### src/rtl/core/subfm_pkg.sv
// Package for the substring first-match unit: field widths, defaults,
// command codes and the control bundle shared by the matcher cells.
// No dependencies.
`timescale 1ns / 1ps
`default_nettype none

package subfm_pkg;

    localparam int MAX_NEEDLE_DEF     = 64;
    localparam int POSITION_WIDTH_DEF = 32;

    localparam int CFG_W   = 7;
    localparam int SLOT_W  = 6;
    localparam int BYTE_W  = 8;
    localparam int START_W = 32;

    localparam logic [CFG_W-1:0] PATTERN_LENGTH_RST = CFG_W'(1);

    typedef enum logic {
        CMD_LOAD = 1'b0,
        CMD_FEED = 1'b1
    } t_cmd;

    // broadcast to every cell for one accepted request
    typedef struct packed {
        logic              feed;
        logic              clear;
        logic [BYTE_W-1:0] data;
    } t_cell_ctrl;

endpackage

`default_nettype wire

### src/rtl/core/subfm_if.sv
// Request and result channel interfaces of the substring first-match unit.
// Depends on subfm_pkg.
`timescale 1ns / 1ps
`default_nettype none

interface subfm_in_if;
    import subfm_pkg::*;

    logic              valid;
    logic              ready;
    logic              command;
    logic [SLOT_W-1:0] slot_index;
    logic [BYTE_W-1:0] data_byte;
    logic              is_last;

    modport source (output valid, command, slot_index, data_byte, is_last, input ready);
    modport sink   (input valid, command, slot_index, data_byte, is_last, output ready);
endinterface

interface subfm_out_if;
    import subfm_pkg::*;

    logic               valid;
    logic               ready;
    logic               found;
    logic [START_W-1:0] match_start;
    logic               search_done;

    modport source (output valid, found, match_start, search_done, input ready);
    modport sink   (input valid, found, match_start, search_done, output ready);
endinterface

`default_nettype wire

### src/rtl/core/subfm_cell.sv
// One alignment cell: holds a pattern byte and its partial-match flag,
// and passes the flag to the next cell. Depends on subfm_pkg.
`timescale 1ns / 1ps
`default_nettype none

module subfm_cell #(
    parameter int INDEX = 0,
    parameter int LEN_W = 7
) (
    input  wire logic                  i_clk,
    input  wire logic                  i_rst_n,
    input  wire subfm_pkg::t_cell_ctrl i_ctrl,
    input  wire logic                  i_load_en,
    input  wire logic                  i_prev_flag,
    input  wire logic [LEN_W-1:0]      i_len,
    output logic                       o_flag,
    output logic                       o_hit
);
    import subfm_pkg::*;

    logic [BYTE_W-1:0] r_pat;
    logic              r_flag;
    logic              n_flag;
    logic              w_active;
    logic              w_tail;
    logic              w_match;

    assign w_active = 32'(i_len) > 32'(INDEX);
    assign w_tail   = 32'(i_len) == 32'(INDEX + 1);
    assign w_match  = i_prev_flag && (r_pat == i_ctrl.data);

    always_comb begin
        n_flag = r_flag;
        if (i_ctrl.clear) begin
            n_flag = 1'b0;
        end else if (i_ctrl.feed && w_active) begin
            n_flag = w_match;
        end
    end

    // hit uses the freshly updated flag, before any end-of-search clear
    assign o_hit  = i_ctrl.feed && w_active && w_tail && w_match;
    assign o_flag = r_flag;

    always_ff @(posedge i_clk) begin
        if (!i_rst_n) begin
            r_flag <= 1'b0;
        end else begin
            r_flag <= n_flag;
        end
    end

    always_ff @(posedge i_clk) begin
        if (i_load_en) begin
            r_pat <= i_ctrl.data;
        end
    end

endmodule

`default_nettype wire

### src/rtl/core/substring_first_match_unit.sv
// Top level of the substring first-match unit: row of alignment cells,
// position tracking and the result register. Depends on subfm_pkg,
// subfm_if and subfm_cell.
//
// Usage: i_in carries requests. A load request (command 0) writes data_byte
// into pattern slot slot_index; a feed request (command 1) shifts one
// haystack byte through all alignments at once. i_cfg_we/i_cfg_wdata set the
// pattern length (reset value 1); write it only while no request is in
// flight. Every request gives exactly one result on o_out: found,
// match_start of the first full match, and search_done on the result of a
// feed with is_last set, after which the search state clears.
// The result is registered and presented in the cycle after the request is taken.
// Throughput: one request per cycle, set by the single result register;
// all pattern alignments update in parallel in the cell row.
// A stalled o_out holds its result and i_in.ready drops until it is taken.
// Reset (synchronous, active low) clears the search state and the result
// valid, and sets the pattern length to one; pattern bytes hold no value
// until loaded.
`timescale 1ns / 1ps
`default_nettype none

module substring_first_match_unit #(
    parameter int MAX_NEEDLE     = subfm_pkg::MAX_NEEDLE_DEF,
    parameter int POSITION_WIDTH = subfm_pkg::POSITION_WIDTH_DEF
) (
    input  wire logic                         i_clk,
    input  wire logic                         i_rst_n,
    subfm_in_if.sink                          i_in,
    subfm_out_if.source                       o_out,
    input  wire logic                         i_cfg_we,
    input  wire logic [subfm_pkg::CFG_W-1:0]  i_cfg_wdata
);
    import subfm_pkg::*;

    localparam int LEN_W = $clog2(MAX_NEEDLE + 1);
    localparam int PW    = POSITION_WIDTH;
    localparam int SW    = PW + LEN_W;

    logic [CFG_W-1:0]   r_pattern_length;
    logic [PW-1:0]      r_pos;
    logic               r_seen;
    logic [PW-1:0]      r_start;
    logic               r_out_valid;
    logic               r_found;
    logic [START_W-1:0] r_match_start;
    logic               r_done;

    logic [PW-1:0]      n_pos;
    logic               n_seen;
    logic [PW-1:0]      n_start;
    logic               n_found_out;
    logic [PW-1:0]      n_start_out;

    logic               w_accept;
    logic               w_feed;
    logic               w_done;
    logic [LEN_W-1:0]   w_len;
    logic [31:0]        w_len_raw;
    t_cell_ctrl         w_ctrl;
    logic [MAX_NEEDLE-1:0] w_flag;
    logic [MAX_NEEDLE-1:0] w_hit;
    logic               w_hit_any;
    logic [SW-1:0]      w_pos_ext;
    logic [SW-1:0]      w_off;
    logic [SW-1:0]      w_diff;
    logic [PW-1:0]      w_hit_start;
    logic [PW+START_W-1:0] w_start_ext;

    assign i_in.ready = !r_out_valid || o_out.ready;
    assign w_accept   = i_in.valid && i_in.ready;
    assign w_feed     = w_accept && (i_in.command == CMD_FEED);
    assign w_done     = w_feed && i_in.is_last;

    assign w_len_raw = (32'(r_pattern_length) > 32'(MAX_NEEDLE)) ?
                       32'(MAX_NEEDLE) : 32'(r_pattern_length);
    assign w_len     = LEN_W'(w_len_raw);

    assign w_ctrl.feed  = w_feed;
    assign w_ctrl.clear = w_done;
    assign w_ctrl.data  = i_in.data_byte;

    for (genvar gi = 0; gi < MAX_NEEDLE; gi++) begin : g_cell
        logic w_load_en;
        logic w_prev;

        assign w_load_en = w_accept && (i_in.command == CMD_LOAD) &&
                           (32'(i_in.slot_index) == 32'(gi));
        if (gi == 0) begin : g_head
            assign w_prev = 1'b1;
        end else begin : g_link
            assign w_prev = w_flag[gi-1];
        end

        subfm_cell #(
            .INDEX (gi),
            .LEN_W (LEN_W)
        ) u_cell (
            .i_clk       (i_clk),
            .i_rst_n     (i_rst_n),
            .i_ctrl      (w_ctrl),
            .i_load_en   (w_load_en),
            .i_prev_flag (w_prev),
            .i_len       (w_len),
            .o_flag      (w_flag[gi]),
            .o_hit       (w_hit[gi])
        );
    end

    assign w_hit_any = |w_hit;

    // start = pos - (len - 1), floored at zero
    assign w_pos_ext   = SW'(r_pos);
    assign w_off       = SW'(w_len) - SW'(1);
    assign w_diff      = w_pos_ext - w_off;
    assign w_hit_start = (w_pos_ext >= w_off) ? PW'(w_diff) : '0;

    always_comb begin
        n_pos       = r_pos;
        n_seen      = r_seen;
        n_start     = r_start;
        n_found_out = r_seen;
        n_start_out = r_start;
        if (w_feed) begin
            if (r_pos != '1) begin
                n_pos = r_pos + PW'(1);
            end
            if (!r_seen) begin
                if (w_len == '0) begin
                    n_seen  = 1'b1;
                    n_start = '0;
                end else if (w_hit_any) begin
                    n_seen  = 1'b1;
                    n_start = w_hit_start;
                end
            end
            n_found_out = n_seen;
            n_start_out = n_seen ? n_start : '0;
            if (w_done) begin
                n_pos   = '0;
                n_seen  = 1'b0;
                n_start = '0;
            end
        end
    end

    assign w_start_ext = {{START_W{1'b0}}, n_start_out};

    always_ff @(posedge i_clk) begin
        if (!i_rst_n) begin
            r_pattern_length <= PATTERN_LENGTH_RST;
            r_pos            <= '0;
            r_seen           <= 1'b0;
            r_start          <= '0;
            r_out_valid      <= 1'b0;
        end else begin
            if (i_cfg_we) begin
                r_pattern_length <= i_cfg_wdata;
            end
            r_pos   <= n_pos;
            r_seen  <= n_seen;
            r_start <= n_start;
            if (w_accept) begin
                r_out_valid <= 1'b1;
            end else if (o_out.ready) begin
                r_out_valid <= 1'b0;
            end
        end
    end

    always_ff @(posedge i_clk) begin
        if (w_accept) begin
            r_found       <= n_found_out;
            r_match_start <= w_start_ext[START_W-1:0];
            r_done        <= w_done;
        end
    end

    assign o_out.valid       = r_out_valid;
    assign o_out.found       = r_found;
    assign o_out.match_start = r_match_start;
    assign o_out.search_done = r_done;

`ifndef SYNTHESIS
    a_clear_after_done: assert property (@(posedge i_clk) disable iff (!i_rst_n)
        w_done |=> !r_seen && (r_pos == '0))
        else $error("search state not cleared after last byte");

    a_seen_sticky: assert property (@(posedge i_clk) disable iff (!i_rst_n)
        r_seen && !w_done |=> r_seen)
        else $error("match flag dropped mid-search");

    // only a search with no earlier match reports the empty pattern at zero
    a_empty_found: assert property (@(posedge i_clk) disable iff (!i_rst_n)
        w_feed && (w_len == '0) && !r_seen |=> o_out.valid && o_out.found
            && (o_out.match_start == '0))
        else $error("empty pattern did not match at start");

    a_hold_on_stall: assert property (@(posedge i_clk) disable iff (!i_rst_n)
        r_out_valid && !o_out.ready |-> !w_accept)
        else $error("request taken while result stalled");
`endif

endmodule

`default_nettype wire
### src/flat_wrapper.sv
// flat-port wrapper written by rule: the top's interface ports become plain ports
module substring_first_match_unit_flat import subfm_pkg::*;
#(
    parameter int MAX_NEEDLE     = subfm_pkg::MAX_NEEDLE_DEF,
    parameter int POSITION_WIDTH = subfm_pkg::POSITION_WIDTH_DEF
)
  (i_clk, i_rst_n, i_cfg_we, i_cfg_wdata, i_in_valid, i_in_command, i_in_slot_index, i_in_data_byte, i_in_is_last, i_in_ready, o_out_valid, o_out_found, o_out_match_start, o_out_search_done, o_out_ready);
  subfm_in_if i_in_i ();
  subfm_out_if o_out_i ();
  input  wire logic i_clk;
  input  wire logic i_rst_n;
  input  wire logic i_cfg_we;
  input  wire logic [subfm_pkg::CFG_W-1:0] i_cfg_wdata;
  input wire logic [$bits(i_in_i.valid)-1:0] i_in_valid;
  input wire logic [$bits(i_in_i.command)-1:0] i_in_command;
  input wire logic [$bits(i_in_i.slot_index)-1:0] i_in_slot_index;
  input wire logic [$bits(i_in_i.data_byte)-1:0] i_in_data_byte;
  input wire logic [$bits(i_in_i.is_last)-1:0] i_in_is_last;
  output wire logic [$bits(i_in_i.ready)-1:0] i_in_ready;
  output wire logic [$bits(o_out_i.valid)-1:0] o_out_valid;
  output wire logic [$bits(o_out_i.found)-1:0] o_out_found;
  output wire logic [$bits(o_out_i.match_start)-1:0] o_out_match_start;
  output wire logic [$bits(o_out_i.search_done)-1:0] o_out_search_done;
  input wire logic [$bits(o_out_i.ready)-1:0] o_out_ready;
  assign i_in_i.valid = i_in_valid;
  assign i_in_i.command = i_in_command;
  assign i_in_i.slot_index = i_in_slot_index;
  assign i_in_i.data_byte = i_in_data_byte;
  assign i_in_i.is_last = i_in_is_last;
  assign i_in_ready = i_in_i.ready;
  assign o_out_valid = o_out_i.valid;
  assign o_out_found = o_out_i.found;
  assign o_out_match_start = o_out_i.match_start;
  assign o_out_search_done = o_out_i.search_done;
  assign o_out_i.ready = o_out_ready;
  substring_first_match_unit #(.MAX_NEEDLE(MAX_NEEDLE), .POSITION_WIDTH(POSITION_WIDTH)) u_core (.i_clk(i_clk), .i_rst_n(i_rst_n), .i_in(i_in_i), .o_out(o_out_i), .i_cfg_we(i_cfg_we), .i_cfg_wdata(i_cfg_wdata));
endmodule
### config.mk
export PLATFORM = sky130hd
export DESIGN_NAME = substring_first_match_unit_flat
export DESIGN_NICKNAME = d
export VERILOG_FILES = /design/src/rtl/core/subfm_pkg.sv /design/src/rtl/core/subfm_if.sv /design/src/rtl/core/subfm_cell.sv /design/src/rtl/core/substring_first_match_unit.sv /design/src/flat_wrapper.sv
export SDC_FILE = /design/constraint.sdc
export NUM_CORES = 1
export LEC_CHECK = 0
export ABC_AREA = 1
export BUFFER_PORTS_ARGS = -buffer_cell sky130_fd_sc_hd__buf_2
export CAP_MARGIN = 10
export CORE_MARGIN = 3
export CORE_UTILIZATION = 50
export DETAILED_ROUTE_END_ITERATION = 10
export PLACE_DENSITY = 0.69
export SLEW_MARGIN = 10
export SYNTH_ARGS = -nofsm -noshare
export SYNTH_HDL_FRONTEND = slang
export SYNTH_HIERARCHICAL = 1
export SYNTH_SLANG_ARGS = --single-unit
### constraint.sdc
create_clock -name i_clk -period 7.9 [get_ports i_clk]
set_clock_uncertainty 0.1 [all_clocks]
set_input_delay 0.79 -clock i_clk [delete_from_list [all_inputs] [get_ports i_clk]]
set_output_delay 0.79 -clock i_clk [all_outputs]
set_load 0.01 [all_outputs]
==> metrics.md, run 1 <==
| Metric | Value |
|---|---|
| Vias/cell | `4.87` |
| DR iter-0 viols | `2500` |
| Fmax | `0.188 GHz` |
| Post-CTS setup buffers | `0` |
| Final-report max-slew violation count | `0` |
| Core area | `80700 µm²` |
| Largest net degree at the start of global routing | `around 110` |
| Grt total ovfl | `0` |
| Crit Path Class | `register to register` |
| Leakage dissipation | `approximately 21 nW` |
| IO Count | `64` |
| Reg2reg end | `u_core/o_out.found$_DFFE_PP_` |
| Max clock buf depth | `3` |
| Die Span Y | `between 200 and 300 µm` |
| Mapped Cells | `5598` |
| Layout cells sized above 1 | `0.0989` |
| Tcrit/Tclk final | `0.672` |
| Detailed placement HPWL | `around 64000 µm` |
| Site Rows | `between 100 and 150` |
| Final wirelength | `around 100000 µm` |
| PwrDens | `about 180 nW/µm²` |
| Util after Layout | `0.560` |
| Non-filler cells, final | `just under 7000` |
| Final setup viols | `0` |
| Clk pin slew, worst setup/hold paths | `roughly 60 ps` |
| Reg2Reg Depth | `18` |
| Worst-skew pair later-pin latency | `620 ps` |
| Horiz. Die Dim | `292 µm` |
| IO Port Bufs | `between 60 and 70` |
| Post-layout nets | `5810` |
| Arrival time worst endpoint | `about 5600 ps` |
| CP Data Required Time | `~8200 ps` |
| Max-slew headroom | `0.207` |
| CP Max Fanout | `36` |
| Initial antenna violation count | `1` |
| Final min period | `5310 ps` |
| Max-Cap Viols | `0` |
| Cell count after placement | `6727` |
| Reg2reg setup slack | `2590 ps` |
| Max VDD drop | `about 0.18 mV` |
| Status | `completed` |
| Final GP Congestion | `0.947` |
| CTS tree | `yes` |
| Clk sinks | `682` |
| DR WL/cell | `about 15 µm` |
| Clock root buffer | `clkbuf_16` |
| CTS resizes | `0` |
| Worst Setup SP | `u_core/r_pattern_length[6]$_SDFFE_PN0P_` |
| Post-route ant nets | `0` |
| Global-route wire length before repair | `between 150000 and 200000 µm` |
| Number of global-route vias before repair | `roughly 32000` |
| Worst-Margin Slew | `1190 ps` |
| Synth Cell Area | `slightly above 40000 µm²` |
| Vias | `roughly 33000` |
| Worst setup path end | `u_core/o_out.found$_DFFE_PP_` |
| Num CTS Buffers | `76` |
| Initial core utilization | `0.505` |
| First drt pass iteration count | `5` |
| Fin. Hold Viols | `0` |
| Post-Syn Nets | `~5700` |
| Startpoint types | `register` |
| Setup TNS | `0 ps` |
| Total GRT Usage | `0.236` |
| Warnings, synthesis | `6` |
| Crit end category | `register` |
| Syn_area_per_cell | `approximately 7.3 µm²` |
| Die ar. | `85000 µm²` |
| HP Class | `input pin to register` |
| RSZ-0062 raised after global routing | `false` |
| Area growth from synthesis to layout | `10.9%` |
| DR DRC count | `0` |
| H-Tree Depth | `3` |
| # hold bufs at CTS | `0` |
| Reg-to-Reg Start | `u_core/r_pattern_length[6]$_SDFFE_PN0P_` |
[report_power, final]
part,switching [W],internal [W]
sequential,0.0000112,0.00389
combinational,0.000660,0.000245
clock,0.00147,0.00206
[layout by cell type (no fill, tap or decap), types with 12 or more instances in the layout]
cell type,n
nand4_1,58
o21ai_1,25
inv_2,44
xor2_1,46
nor2_2,113
clkbuf_16,77
buf_2,54
ha_1,36
clkinv_2,18
nand2_1,1950
nand3_2,49
o22ai_1,14
nor3_1,55
nand3b_1,16
edfxtp_1,546
inv_1,1197
dfxtp_1,135
nand3_1,171
nor2_4,12
clkbuf_1,12
nor2_1,620
or2_1,25
a21oi_1,138
o21ai_0,37
xnor2_1,59
clkinv_1,33
nand2_2,39
buf_4,32
a21oi_2,61
[through the flow]
step	power [W]	hold WS (ps)	cell area, µm²	setup WS (ps)
final	0.00833	295	45200	2590
after global routing	0.00868	298	45200	2290
after CTS	0.00842	275	45200	2520
after detailed placement	0.00488	367	42700	2520
after global placement	0.00486	362	42700	2580
after floorplan	0.00456	329	40800	1590
[how the worst min path moves through the flow]
stage                                            startpoint                                            to  slack, ps  cells past startpoint
2_1_floorplan       u_core/r_pattern_length[0]$_SDFFE_PN1P_       u_core/r_pattern_length[0]$_SDFFE_PN1P_        330                      2
3_3_place_gp   u_core/g_cell[27].u_cell/o_flag$_SDFFE_PP0P_  u_core/g_cell[27].u_cell/o_flag$_SDFFE_PP0P_        360                      2
3_5_place_dp    u_core/g_cell[3].u_cell/o_flag$_SDFFE_PP0P_   u_core/g_cell[3].u_cell/o_flag$_SDFFE_PP0P_        370                      2
4_1_cts                                      i_cfg_wdata[0]       u_core/r_pattern_length[0]$_SDFFE_PN1P_        280                      3
5_1_grt                                      i_cfg_wdata[0]       u_core/r_pattern_length[0]$_SDFFE_PN1P_        300                      3
6_report                                     i_cfg_wdata[0]       u_core/r_pattern_length[0]$_SDFFE_PN1P_        300                      3
[per-layer routing]
layer,routed length (µm),global-route usage,up-vias
met1,45000,0.316,15100
met3,5640,0.0295,173
met2,46100,0.393,834
li1,-,-,17300
met5,0,0,-
met4,3400,0.0862,0
[layout make-up]
class                      count  area (µm²)
multi-input combinational   3619       16800
timing repair buffer         100         721
antenna                        1        2.50
tap                         1060        1330
fill                        7434       35500
clock buffer                 100        2120
clock inverter                39         355
sequential                   682       19100
inverter                    1266        4760
[state kept, by name (all words and copies together) (netlist names)]
name	flops
u_core/r_pattern_length	7
u_core/r_start	32
u_core/o_out.match_start	32
u_core/g_cell.u_cell/r_pat	512
u_core/r_pos	32
u_core/o_out.found	1
u_core/r_seen	1
u_core/g_cell.u_cell/o_flag	63
u_core/o_out.valid	1
u_core/o_out.search_done	1
[critical path, stage by stage (launching register included)]
cell and delay [ps]:
dfxtp_4 490, nor2_4 630, buf_4 570, buf_4 420, nand2_1 130, nor2_2 140
nand2_2 80, nor2_4 90, nor2_2 40, nand3_2 80, nor2_1 40, nor2_1 250
nand4_1 230, nor3_1 380, nand2_1 200, o21ai_0 230, inv_1 520, nor2_1 310
inv_1 60
No activity file was read; power rests on OpenSTA's default activity.
==> inputs of run 2 (changes only) <==
==> constraint.sdc (replaced) <==
create_clock -name i_clk -period 5.1 [get_ports i_clk]
set_clock_uncertainty 0.1 [all_clocks]
set_input_delay 0.51 -clock i_clk [delete_from_list [all_inputs] [get_ports i_clk]]
set_output_delay 0.51 -clock i_clk [all_outputs]
set_load 0.01 [all_outputs]
==> metrics.md, run 2 (synthesis gave the netlist of run 1 again) <==
| Metric | Value |
|---|---|
| DR WL/cell | `14.7 µm (+0.80%)` |
| CP Max Fanout | `32 (-11%)` |
| Commonest cells after routing, fill and taps aside | `nand2_1, inv_1, nor2_1` |
| # hold bufs at CTS | `2 (+2)` |
| Crit Path Class | `register to register` |
| Core area | `80700 µm² (unchanged)` |
| H-Tree Depth | `3 (unchanged)` |
| Reg-to-Reg Start | `u_core/r_pattern_length[6]$_SDFFE_PN0P_` |
| Area growth from synthesis to layout | `12.5%` |
| First drt pass iteration count | `6 (+1)` |
| Reg2Reg Depth | `20 (+2)` |
| Initial core utilization | `0.505 (unchanged)` |
| Global-route wire length before repair | `164000 µm (+0.90%)` |
| Worst-skew pair later-pin latency | `630 ps (about the same)` |
| Vias/cell | `4.91 (+0.74%)` |
| Reg2reg setup slack | `840 ps (-1760 ps)` |
| Fill cell total of the finished layout | `7376 (-0.78%)` |
| Dpl cell area | `43200 µm² (+1.1%)` |
| Clk sinks | `682 (unchanged)` |
| Initial antenna violation count | `3 (+2)` |
| Setup TNS | `0 ps (unchanged)` |
| HP Class | `input pin to register` |
| Final setup viols | `0 (unchanged)` |
| Detailed placement HPWL | `66600 µm (+4.1%)` |
| Fin area | `45900 µm² (+1.5%)` |
| Worst Setup SP | `u_core/r_pattern_length[6]$_SDFFE_PN0P_` |
| Commonest non-fill, non-tap cell in the layout | `nand2_1` |
| Total GRT Usage | `0.237 (+0.00158)` |
| Clk pin slew, worst setup/hold paths | `70 ps (about the same)` |
| Largest net degree at the start of global routing | `96 (-10%)` |
| DR DRC count | `0 (unchanged)` |
| Worst setup path end | `u_core/r_start[4]$_SDFFE_PN0P_` |
| Layout cells sized above 1 | `0.105 (+0.00627)` |
| Horiz. Die Dim | `292 µm (unchanged)` |
| Fin. Hold Viols | `0 (unchanged)` |
| Final GP Congestion | `0.876 (-7.5%)` |
| Largest reg by FF count | `u_core/g_cell.u_cell/r_pat` |
| Max reg flops | `512 (unchanged)` |
| Multi-input gate area | `16800 µm² (unchanged)` |
| Final-report max-slew violation count | `0 (unchanged)` |
| Leakage dissipation | `21.5 nW (+1.6%)` |
| CTS tree | `yes` |
| Fmax | `0.235 GHz (+24%)` |
| Max-Cap Viols | `0 (unchanged)` |
| Grt total ovfl | `0 (unchanged)` |
| Post-route ant nets | `0 (unchanged)` |
| IO Port Bufs | `63 (unchanged)` |
| Status | `completed` |
| Hold Slack | `87.1 ps (-208 ps)` |
| Number of global-route vias before repair | `32000 (+1.1%)` |
| Arrival time worst endpoint | `4710 ps (-870 ps)` |
| Startpoint types | `register` |
| Die Span Y | `292 µm (unchanged)` |
| Max-slew headroom | `0.198 (-0.00890)` |
| PwrDens | `289 nW/µm² (+57%)` |
| IO Count | `64 (unchanged)` |
| Final wirelength | `102000 µm (+1.6%)` |
| Post-CTS setup buffers | `0 (unchanged)` |
| Crit end category | `register` |
| CP Data Required Time | `5540 ps (-2630 ps)` |
| DR iter-0 viols | `2306 (-7.8%)` |
| Flip-flop and latch area | `19100 µm² (unchanged)` |
| Reg2reg end | `u_core/r_start[4]$_SDFFE_PN0P_` |
| Final min period | `4260 ps (-1040 ps)` |
| Max clock buf depth | `3 (unchanged)` |
| Post-layout nets | `5859 (+0.84%)` |
| Clock root buffer | `clkbuf_16` |
| RSZ-0062 raised after global routing | `false` |
| Site Rows | `104 (unchanged)` |
| Vias | `34000 (+1.5%)` |
| Max VDD drop | `0.371 mV (+100%)` |
| Num CTS Buffers | `79 (+3.9%)` |
| Die ar. | `85000 µm² (unchanged)` |
| CTS resizes | `0 (unchanged)` |
| Tcrit/Tclk final | `0.836 (+0.164)` |
| Worst-Margin Slew | `1200 ps (+11.8 ps)` |
## run 2: cell types whose count changed in the layout (fill, tap and decap cells not counted), moves of 2 or more
cell / change
buf_4: +33
buf_12: +11
clkbuf_1: +8
clkbuf_16: +7
clkbuf_8: -4
clkinv_2: -4
clkinvlp_4: -3
clkinv_8: +2
dlygate4sd3_1: +2
## run 2: worst max-delay path: stages (launching register included)
cell and delay, ps:
dfxtp_4 460, inv_1 80, nand2_1 210, nand3_1 180, nor2_1 210, inv_1 400
buf_4 300, ha_1 370, nand2_1 150, nor2_2 210, nand2_1 70, nor2_1 210
nand2_1 90, nor2_1 80, nor2_1 100, a21oi_4 150, buf_4 350, nand2_1 100
nand2_1 100, nand2_1 70, a21oi_1 170
## run 2: report_power, final
group	total, W	switching, W	internal [W]
Combinational	0.00146	0.00104	0.000416
Sequential	0.00604	0.0000131	0.00603
Clock	0.00574	0.00232	0.00342
Total	0.0132	0.00337	0.00987
## run 2: worst min-delay path by stage
stage                                                      start                                            to  slack [ps]  depth (start not counted)
floorplan                u_core/r_pattern_length[0]$_SDFFE_PN1P_       u_core/r_pattern_length[0]$_SDFFE_PN1P_         330                          2
global placement    u_core/g_cell[22].u_cell/o_flag$_SDFFE_PP0P_  u_core/g_cell[22].u_cell/o_flag$_SDFFE_PP0P_         350                          2
CTS                                               i_cfg_wdata[3]       u_core/r_pattern_length[3]$_SDFFE_PN0P_          60                          3
finish                                            i_cfg_wdata[3]       u_core/r_pattern_length[3]$_SDFFE_PN0P_          90                          3
detailed placement  u_core/g_cell[22].u_cell/o_flag$_SDFFE_PP0P_  u_core/g_cell[22].u_cell/o_flag$_SDFFE_PP0P_         360                          2
global route                                      i_cfg_wdata[3]       u_core/r_pattern_length[3]$_SDFFE_PN0P_          90                          3
## run 2: layout make-up
cell class,count,area share
antenna,2,0.000109
clock buffer,111,0.0496
clock inverter,35,0.00808
inverter,1266,0.104
multi-input combinational,3619,0.366
sequential,682,0.417
tap,1060,0.0289
timing repair buffer,146,0.0264
## run 2: per-layer routing
layer,global-route usage,share of wire,vias up,routed length [µm]
met5,0,0.00013,-,13
met3,0.0317,0.056,187,5730
met2,0.408,0.47,866,47600
met4,0.0728,0.028,2,2810
li1,-,-,17500,-
met1,0.312,0.45,15500,45700
## run 2: through the flow
stage | cells | utilization | total power, W | worst slack [ps]
finish | 6921 | 0.568 | 0.0132 | 837
global route | 6920 | 0.568 | 0.0137 | 289
CTS | 6919 | 0.568 | 0.0133 | 829
detailed placement | 6771 | 0.535 | 0.00760 | 896
global placement | 6771 | 0.535 | 0.00758 | 948
floorplan | 5598 | - | 0.00705 | 51.5
